===== config.mk =====
export PLATFORM = sky130hd
export DESIGN_NAME = length_prefixed_kv_deframer
export DESIGN_NICKNAME = d
export VERILOG_FILES = /design/src/hw/rtl/lkv_pkg.sv /design/src/hw/rtl/lkv_parser.sv /design/src/hw/rtl/lkv_out_buf.sv /design/src/hw/rtl/length_prefixed_kv_deframer.sv
export SDC_FILE = /design/constraint.sdc
export NUM_CORES = 1
export LEC_CHECK = 0
export BUFFER_PORTS_ARGS = -buffer_cell sky130_fd_sc_hd__buf_2
export CAP_MARGIN = 40
export CORE_ASPECT_RATIO = 0.9
export CORE_MARGIN = 1
export CORE_UTILIZATION = 59
export CTS_CLUSTER_DIAMETER = 40
export DETAILED_ROUTE_END_ITERATION = 6
export PLACE_DENSITY = 0.74
export SETUP_SLACK_MARGIN = 0.2
export SLEW_MARGIN = 20
export SYNTH_ARGS = -nofsm -noshare
export SYNTH_HDL_FRONTEND = slang
export SYNTH_SLANG_ARGS = --single-unit

===== constraint.sdc =====
create_clock -name aclk -period 23.7 [get_ports aclk]
set_input_delay 1.185 -clock aclk [delete_from_list [all_inputs] [get_ports aclk]]
set_output_delay 1.185 -clock aclk [all_outputs]
set_load 0.05 [all_outputs]

===== src/hw/rtl/lkv_pkg.sv =====
// Shared types and constants for the length-prefixed key/value deframer.
package lkv_pkg;

    localparam int FRAME_LEN_BITS_DEF = 24;
    localparam int LEN_BYTES          = 4;
    localparam int LEN_CNT_BITS       = 2;
    localparam int LEN_ACC_BITS       = 8 * (LEN_BYTES - 1);

    typedef enum logic [2:0] {
        PH_ABORT,
        PH_KLEN,
        PH_KEY,
        PH_VLEN,
        PH_VALUE
    } phase_t;

    typedef enum logic [1:0] {
        KIND_ABORT  = 2'd0,
        KIND_KEY    = 2'd1,
        KIND_VALUE  = 2'd2,
        KIND_STATUS = 2'd3
    } kind_t;

    localparam logic STATUS_OK      = 1'b0;
    localparam logic STATUS_OVERRUN = 1'b1;

    typedef struct packed {
        logic [7:0]  data_byte;
        logic        frame_start;
        logic [23:0] frame_length;
    } in_t;

    typedef struct packed {
        kind_t       out_kind;
        logic [7:0]  out_data;
        logic        record_end;
        logic        frame_end;
        logic        frame_status;
    } out_t;

endpackage


===== src/hw/rtl/lkv_parser.sv =====
// Frame parser: per-word state update and result generation.
module lkv_parser #(
    parameter int FRAME_LEN_BITS = lkv_pkg::FRAME_LEN_BITS_DEF
) (
    input  logic          aclk,
    input  logic          aresetn,
    input  logic          accept,
    input  lkv_pkg::in_t  word,
    output logic          emit,
    output lkv_pkg::out_t result
);
    import lkv_pkg::*;

    localparam int W  = FRAME_LEN_BITS;
    localparam int SW = ((W > 32) ? W : 32) + 2;

    phase_t                  phase_reg, phase_next;
    logic [W-1:0]            pos_reg, pos_next;
    logic [W-1:0]            tot_reg, tot_next;
    logic [LEN_ACC_BITS-1:0] acc_reg, acc_next;
    logic [LEN_CNT_BITS-1:0] cnt_reg, cnt_next;
    logic [31:0]             left_reg, left_next;
    logic                    fin_reg, fin_next;

    phase_t                  ph_e;
    logic [W-1:0]            pos_e, tot_e, tot_in, pos_inc;
    logic [LEN_ACC_BITS-1:0] acc_e, acc_add;
    logic [LEN_CNT_BITS-1:0] cnt_e;
    logic [31:0]             left_e, left_dec, len_full, fl_ext;
    logic                    fin_e, zero_start, active, bnd_done, len_last;
    logic                    len_zero, key_err, val_err, left_zero;
    logic [7:0]              b;

    assign b      = word.data_byte;
    assign fl_ext = 32'(word.frame_length);
    assign tot_in = fl_ext[W-1:0];

    always_comb begin
        if (word.frame_start) begin
            tot_e  = tot_in;
            pos_e  = '0;
            ph_e   = PH_ABORT;
            acc_e  = '0;
            cnt_e  = '0;
            left_e = '0;
            fin_e  = (tot_in == '0);
        end else begin
            tot_e  = tot_reg;
            pos_e  = pos_reg;
            ph_e   = phase_reg;
            acc_e  = acc_reg;
            cnt_e  = cnt_reg;
            left_e = left_reg;
            fin_e  = fin_reg;
        end
    end

    assign zero_start = word.frame_start && (tot_in == '0);
    assign active     = !fin_e;
    assign pos_inc    = pos_e + W'(1);
    assign bnd_done   = ({1'b0, pos_inc} + (W + 1)'(LEN_BYTES)) > {1'b0, tot_e};
    assign len_last   = (cnt_e == LEN_CNT_BITS'(LEN_BYTES - 1));
    assign len_full   = {b, acc_e};
    assign len_zero   = (len_full == '0);
    assign acc_add    = acc_e | (LEN_ACC_BITS'(b) << (8 * cnt_e));
    assign key_err    = (SW'(pos_inc) + SW'(len_full) + SW'(LEN_BYTES)) > SW'(tot_e);
    assign val_err    = (SW'(pos_inc) + SW'(len_full)) > SW'(tot_e);
    assign left_dec   = (left_e == '0) ? '0 : left_e - 32'd1;
    assign left_zero  = (left_dec == '0);

    // next state
    always_comb begin
        phase_next = ph_e;
        pos_next   = active ? pos_inc : pos_e;
        tot_next   = tot_e;
        acc_next   = acc_e;
        cnt_next   = cnt_e;
        left_next  = left_e;
        fin_next   = fin_e;
        if (active) begin
            unique case (ph_e)
                PH_ABORT: begin
                    if (bnd_done) begin
                        fin_next = 1'b1;
                    end else begin
                        phase_next = PH_KLEN;
                        acc_next   = '0;
                        cnt_next   = '0;
                    end
                end
                PH_KLEN: begin
                    if (!len_last) begin
                        acc_next = acc_add;
                        cnt_next = cnt_e + LEN_CNT_BITS'(1);
                    end else begin
                        acc_next = '0;
                        cnt_next = '0;
                        if (len_zero || key_err) begin
                            fin_next = 1'b1;
                        end else begin
                            left_next  = len_full;
                            phase_next = PH_KEY;
                        end
                    end
                end
                PH_KEY: begin
                    left_next = left_dec;
                    if (left_zero) begin
                        phase_next = PH_VLEN;
                        acc_next   = '0;
                        cnt_next   = '0;
                    end
                end
                PH_VLEN: begin
                    if (!len_last) begin
                        acc_next = acc_add;
                        cnt_next = cnt_e + LEN_CNT_BITS'(1);
                    end else begin
                        acc_next = '0;
                        cnt_next = '0;
                        if (val_err) begin
                            fin_next = 1'b1;
                        end else if (len_zero) begin
                            if (bnd_done) begin
                                fin_next = 1'b1;
                            end else begin
                                phase_next = PH_KLEN;
                            end
                        end else begin
                            left_next  = len_full;
                            phase_next = PH_VALUE;
                        end
                    end
                end
                PH_VALUE: begin
                    left_next = left_dec;
                    if (left_zero) begin
                        acc_next = '0;
                        cnt_next = '0;
                        if (bnd_done) begin
                            fin_next = 1'b1;
                        end else begin
                            phase_next = PH_KLEN;
                        end
                    end
                end
                default: begin
                    fin_next = 1'b1;
                end
            endcase
        end
    end

    // result
    always_comb begin
        emit                = 1'b0;
        result.out_kind     = KIND_STATUS;
        result.out_data     = '0;
        result.record_end   = 1'b0;
        result.frame_end    = 1'b0;
        result.frame_status = STATUS_OK;
        if (zero_start) begin
            emit                = 1'b1;
            result.frame_end    = 1'b1;
            result.frame_status = STATUS_OVERRUN;
        end else if (active) begin
            unique case (ph_e)
                PH_ABORT: begin
                    emit             = 1'b1;
                    result.out_kind  = KIND_ABORT;
                    result.out_data  = {7'd0, (b != 8'd0)};
                    result.frame_end = bnd_done;
                end
                PH_KLEN: begin
                    if (len_last && (len_zero || key_err)) begin
                        emit                = 1'b1;
                        result.frame_end    = 1'b1;
                        result.frame_status = len_zero ? STATUS_OK : STATUS_OVERRUN;
                    end
                end
                PH_KEY: begin
                    emit            = 1'b1;
                    result.out_kind = KIND_KEY;
                    result.out_data = b;
                end
                PH_VLEN: begin
                    if (len_last) begin
                        if (val_err) begin
                            emit                = 1'b1;
                            result.frame_end    = 1'b1;
                            result.frame_status = STATUS_OVERRUN;
                        end else if (len_zero) begin
                            emit              = 1'b1;
                            result.record_end = 1'b1;
                            result.frame_end  = bnd_done;
                        end
                    end
                end
                PH_VALUE: begin
                    emit            = 1'b1;
                    result.out_kind = KIND_VALUE;
                    result.out_data = b;
                    if (left_zero) begin
                        result.record_end = 1'b1;
                        result.frame_end  = bnd_done;
                    end
                end
                default: begin
                    emit = 1'b0;
                end
            endcase
        end
    end

    always_ff @(posedge aclk) begin
        if (!aresetn) begin
            phase_reg <= PH_ABORT;
            pos_reg   <= '0;
            tot_reg   <= '0;
            acc_reg   <= '0;
            cnt_reg   <= '0;
            left_reg  <= '0;
            fin_reg   <= 1'b1;
        end else if (accept) begin
            phase_reg <= phase_next;
            pos_reg   <= pos_next;
            tot_reg   <= tot_next;
            acc_reg   <= acc_next;
            cnt_reg   <= cnt_next;
            left_reg  <= left_next;
            fin_reg   <= fin_next;
        end
    end

endmodule


===== src/hw/rtl/lkv_out_buf.sv =====
// Result register with skid stage on the output channel.
module lkv_out_buf (
    input  logic          aclk,
    input  logic          aresetn,
    input  logic          push,
    input  lkv_pkg::out_t push_data,
    output logic          can_push,
    output logic          m_valid,
    input  logic          m_ready,
    output lkv_pkg::out_t m_data
);
    import lkv_pkg::*;

    out_t main_reg, skid_reg;
    logic main_valid_reg, skid_valid_reg;

    assign can_push = !skid_valid_reg;
    assign m_valid  = main_valid_reg;
    assign m_data   = main_reg;

    always_ff @(posedge aclk) begin
        if (!aresetn) begin
            main_valid_reg <= 1'b0;
            skid_valid_reg <= 1'b0;
        end else if (!main_valid_reg || m_ready) begin
            if (skid_valid_reg) begin
                main_valid_reg <= 1'b1;
                skid_valid_reg <= 1'b0;
            end else begin
                main_valid_reg <= push;
            end
        end else if (push) begin
            skid_valid_reg <= 1'b1;
        end
    end

    always_ff @(posedge aclk) begin
        if (!main_valid_reg || m_ready) begin
            if (skid_valid_reg) begin
                main_reg <= skid_reg;
            end else if (push) begin
                main_reg <= push_data;
            end
        end else if (push) begin
            skid_reg <= push_data;
        end
    end

endmodule


===== src/hw/rtl/length_prefixed_kv_deframer.sv =====
// Top level of the length-prefixed key/value deframer.
//
// Parses one payload word per clock while s_ready is high: every accepted word
// updates the parser state in the same cycle and its result (if any) lands in
// a registered output stage, so throughput is one word per cycle unless the
// output side stalls. A two-entry output buffer (result register plus skid
// register) lets s_ready stay high while the result side stalls, until the skid
// register fills; s_ready drops only while both entries are full. Frame length
// is taken from the low FRAME_LEN_BITS bits of frame_length on a start word.
module length_prefixed_kv_deframer #(
    parameter int FRAME_LEN_BITS = lkv_pkg::FRAME_LEN_BITS_DEF
) (
    input  logic          aclk,
    input  logic          aresetn,
    input  logic          s_valid,
    output logic          s_ready,
    input  lkv_pkg::in_t  s_data,
    output logic          m_valid,
    input  logic          m_ready,
    output lkv_pkg::out_t m_data
);
    import lkv_pkg::*;

    logic accept, emit, can_push;
    out_t result;

    assign s_ready = can_push;
    assign accept  = s_valid && can_push;

    lkv_parser #(
        .FRAME_LEN_BITS(FRAME_LEN_BITS)
    ) u_parser (
        .aclk    (aclk),
        .aresetn (aresetn),
        .accept  (accept),
        .word    (s_data),
        .emit    (emit),
        .result  (result)
    );

    lkv_out_buf u_out_buf (
        .aclk      (aclk),
        .aresetn   (aresetn),
        .push      (accept && emit),
        .push_data (result),
        .can_push  (can_push),
        .m_valid   (m_valid),
        .m_ready   (m_ready),
        .m_data    (m_data)
    );

endmodule

==> PnR_summary.wiki <==
{| class="wikitable"
! Metric !! Value
|-
| Run status || finished with violations
|-
| Violated checks || design-rule violations
|-
| H-tree depth || 4
|-
| Latest clock arrival within the worst-skew pair || roughly 450 ps
|-
| Max-cap check violation count || 0
|-
| Crit-path max cell delay || between 700 and 800 ps
|-
| Placed inst area || between 10,000 and 15,000 um^2
|-
| Period utilization || 0.4381
|-
| Standard-cell row count || between 50 and 60
|-
| Vert. Die Dim || 146.6 um
|-
| Final Skew || between 20 and 25 ps
|-
| Final hold violation count || 0
|-
| Hold Crit Class || reg -> reg
|-
| Number of distinct standard cells referenced by the synthesized netlist || 99
|-
| Global-route wire length before repair || 74.72 mm
|-
| Leftover overflow at the end of global routing || 0
|-
| Maximum number of pins on one net before global-route repair || between 70 and 80
|-
| Data arrival time of the critical path || approximately 11,000 ps
|-
| Worst-case register-to-register setup slack || roughly 14,000 ps
|-
| Number of slew-limit violations in the final report || 0
|-
| Part of the total power dissipated in the clock network || 0.431
|-
| Transition time of the tightest slew-check pin || slightly above 900 ps
|-
| Cts-stage hold buffer count || 0
|-
| Layout cells sized above 1 || 0.09235
|-
| Die ar. || ~24,000 um^2
|-
| Shortest clock period the worst path allows after layout || a little over 10,000 ps
|-
| Horizontal die dimension || about 160 um
|-
| RSZ-0062 raised after global routing || no
|-
| Number of enable flip-flop cells after synthesis || 26
|-
| Peak fanout along the critical path || between 70 and 80
|-
| Vias in the first global route || 13,250
|-
| Data required time of the critical path || ~24,000 ps
|-
| Starting utilization of the core area || 0.6054
|-
| Clock-pin transition on the worst setup and hold timing paths || approximately 70 ps
|-
| Number of buffers on the longest clock path || 2
|-
| Max Freq || 96.32 MHz
|-
| Worst-case headroom to the max-slew limit || 0.3816
|-
| Sequential power share || 0.373
|-
| Residual DRC count || 1
|-
| WL per Instance || approximately 23 um
|-
| Iteration count of the initial detailed-routing pass || 7
|-
| Number of synthesized register bits || 138
|-
| Max FFs per register || 32
|-
| Worst Setup Slack post-DPL || 13,330 ps
|-
| Net switching component of the power || approximately 0.00022 W
|-
| Worst path setup slack after routing || between 10,000 and 15,000 ps
|-
| Number of standard cells after synthesis || between 1,500 and 2,000
|-
| Final wirelength || approximately 48 mm
|-
| Placeable Area || 22,640 um^2
|-
| Commonest register cell after synthesis || dfxtp_1
|-
| Final Net Count || 1,950
|-
| Starting DRT DRC Count || 1,919
|-
| Classification of the worst setup path || in -> reg
|-
| Most common cell type on the critical path || nand2_1
|-
| Setup TNS || 0 ps
|-
| Number of fill cells in the layout || between 2,000 and 2,500
|-
| Startpoint class of the critical path || input port
|-
| Post-CTS resize count || 0
|-
| Endpoints failing setup || 0
|-
| Yosys warning count || 0
|-
| Non-filler cells in the finished layout || between 2,000 and 2,500
|-
| DR vias || approximately 15,000
|-
| Number of clock buffers inserted by TritonCTS || 17
|-
| Max rail drop VDD || between 0.04 and 0.05 mV
|-
| DPL Wire Length || approximately 36 mm
|-
| Internal power summed over all cells || about 0.00045 W
|-
| Diode count || 0
|-
| Antenna violation net count after detailed routing || 0
|-
| Number of antenna violations at the first check in global routing || 0
|-
| Critical Path Sink Type || flip-flop
|-
| Switching Share || 0.3328
|-
| Comb pwr share || 0.196
|-
| Power density over the cells || around 46 nW/um^2
|-
| Commonest non-fill, non-tap cells in the layout || 204 x nor2_1, 156 x nand2_1, 113 x a21oi_1
|-
| Share of flip-flops with an asynchronous set or reset || 0
|-
| Routing usage on met3 || 0.1040
|-
| Net count of the mapped netlist || around 2,000
|-
| Average vias per placed instance || 6.888
|-
| Met1 Track Usage GR || 0.5702
|-
| Commonest non-fill, non-tap cell in the layout || nor2_1
|-
| Final cell area excluding filler cells || 14,800 um^2
|-
| Port-buffer cells || 51
|-
| Slowest cell on the critical path || a2111oi_0
|-
| Global-route total usage across every layer || 0.4028
|-
| Cell chosen for the clock root || clkbuf_16
|-
| Area overhead of the layout relative to synthesis || 7.959%
|-
| TritonCTS clock tree || done
|-
| CTS Sinks || about 140
|-
| Netlist Area Pre-Place || roughly 14,000 um^2
|-
| Layer with the highest usage || met2
|-
| Met2 demand-to-capacity share in global routing || 0.5891
|-
| Placed cell count || between 2,000 and 2,500
|-
| Leakage power of the design || between 5 and 6 nW
|-
| Routability Congestion || 1.012
|-
| Num ports || 52
|-
| Portion of the post-synthesis area used by sequential elements || 0.2205
|-
| Number of setup buffers added after CTS || 0
|-
| Post-synthesis average cell area || roughly 7.6 um^2
|}
## worst max-delay path, delay by kind of cell
family,cells,cell delay [ps]
AND/OR/NAND/NOR,13,3010
adder cells (fa/ha/maj),3,1110
XOR/XNOR,3,730
AO/OA/AOI/OAI,9,3600
buffers and inverters,5,920
## layer usage
metal  wire (um)  part of all wire
met1       20800              0.43
met5           0                 0
met2       20260              0.42
met3        6023              0.12
met4        1246             0.026
## kinds of logic after synthesis
group                    after synthesis  synth area share
AO/OA/AOI/OAI                        517            0.2544
flip-flops                           138            0.2205
adder cells (fa/ha/maj)               96           0.08817
multiplexers                          57           0.04290
buffers and inverters                138           0.04016
XOR/XNOR                             108           0.07001
AND/OR/NAND/NOR                      761            0.2839
## cells in the mapped netlist (6+ instances only)
| cell type | n | share of area |
|---|---|---|
| and3_1 | 24 | 0.011 |
| nand4_1 | 39 | 0.018 |
| nor2_1 | 204 | 0.056 |
| nand3_1 | 67 | 0.024 |
| xor2_1 | 36 | 0.023 |
| and2_1 | 17 | 0.0078 |
| nor2b_1 | 54 | 0.025 |
| a221oi_1 | 6 | 0.0038 |
| o31a_1 | 6 | 0.0038 |
| or3_1 | 18 | 0.0082 |
| o31ai_1 | 12 | 0.0066 |
| and4_1 | 6 | 0.0038 |
| or4_1 | 7 | 0.0038 |
| mux2i_1 | 43 | 0.031 |
| nand2b_1 | 24 | 0.011 |
| nand4b_1 | 9 | 0.0058 |
| inv_1 | 36 | 0.0099 |
| a311oi_1 | 6 | 0.0038 |
| o21ai_0 | 108 | 0.039 |
| buf_2 | 7 | 0.0026 |
| o21a_1 | 19 | 0.010 |
| a211oi_1 | 36 | 0.020 |
| edfxtp_1 | 26 | 0.057 |
| o22ai_1 | 15 | 0.0068 |
| ha_1 | 95 | 0.087 |
| o211ai_1 | 18 | 0.0099 |
| a21oi_1 | 114 | 0.042 |
| a22o_1 | 13 | 0.0083 |
| xnor2_1 | 71 | 0.045 |
| a31oi_1 | 19 | 0.0087 |
| buf_1 | 6 | 0.0016 |
| nor3_1 | 61 | 0.022 |
| a22oi_1 | 30 | 0.016 |
| nand2_1 | 156 | 0.043 |
| or2_2 | 11 | 0.0050 |
| dfxtp_1 | 112 | 0.16 |
| mux2_2 | 14 | 0.012 |
| clkbuf_1 | 82 | 0.022 |
| a21o_1 | 36 | 0.020 |
| nor4_1 | 31 | 0.014 |
## power by group through the flow
stage	clock, W	combinational, W	sequential, W
floorplan	0	0.0000854	0.000260
global placement	0	0.000124	0.000257
detailed placement	0	0.000127	0.000257
CTS	0.000290	0.000128	0.000252
global route	0.000300	0.000143	0.000253
finish	0.000291	0.000132	0.000252
## final timing paths
path,start,cells past startpoint,endpoint
max,s_data[24],33,u_out_buf.m_data[10]
min,u_parser.acc_reg[9],1,u_parser.acc_reg[9]
max reg2reg,u_parser.pos_reg[0],31,u_out_buf.m_data[10]
min reg2reg,u_parser.acc_reg[9],1,u_parser.acc_reg[9]
## per-stage QoR
step,hold slack (ps),util,power [W]
after CTS,474.2,0.6526,0.0006692
after floorplan,441.0,-,0.0003458
after global placement,452.7,0.6235,0.0003811
final,480.1,0.6536,0.0006758
after detailed placement,460.0,0.6253,0.0003840
after global routing,509.8,0.6536,0.0006965
## final cells by class
class                   count  area, um^2  area share
clock buffers              17       425.4     0.02875
clock inverters            15       192.7     0.01302
inverters                  38       142.6    0.009638
multi-input cells        1539       10150      0.6856
flip-flops and latches    138        3023      0.2043
well taps                 297       371.6     0.02511
repair buffers             83       498.0     0.03365
Power figures use the tool's default switching activity.
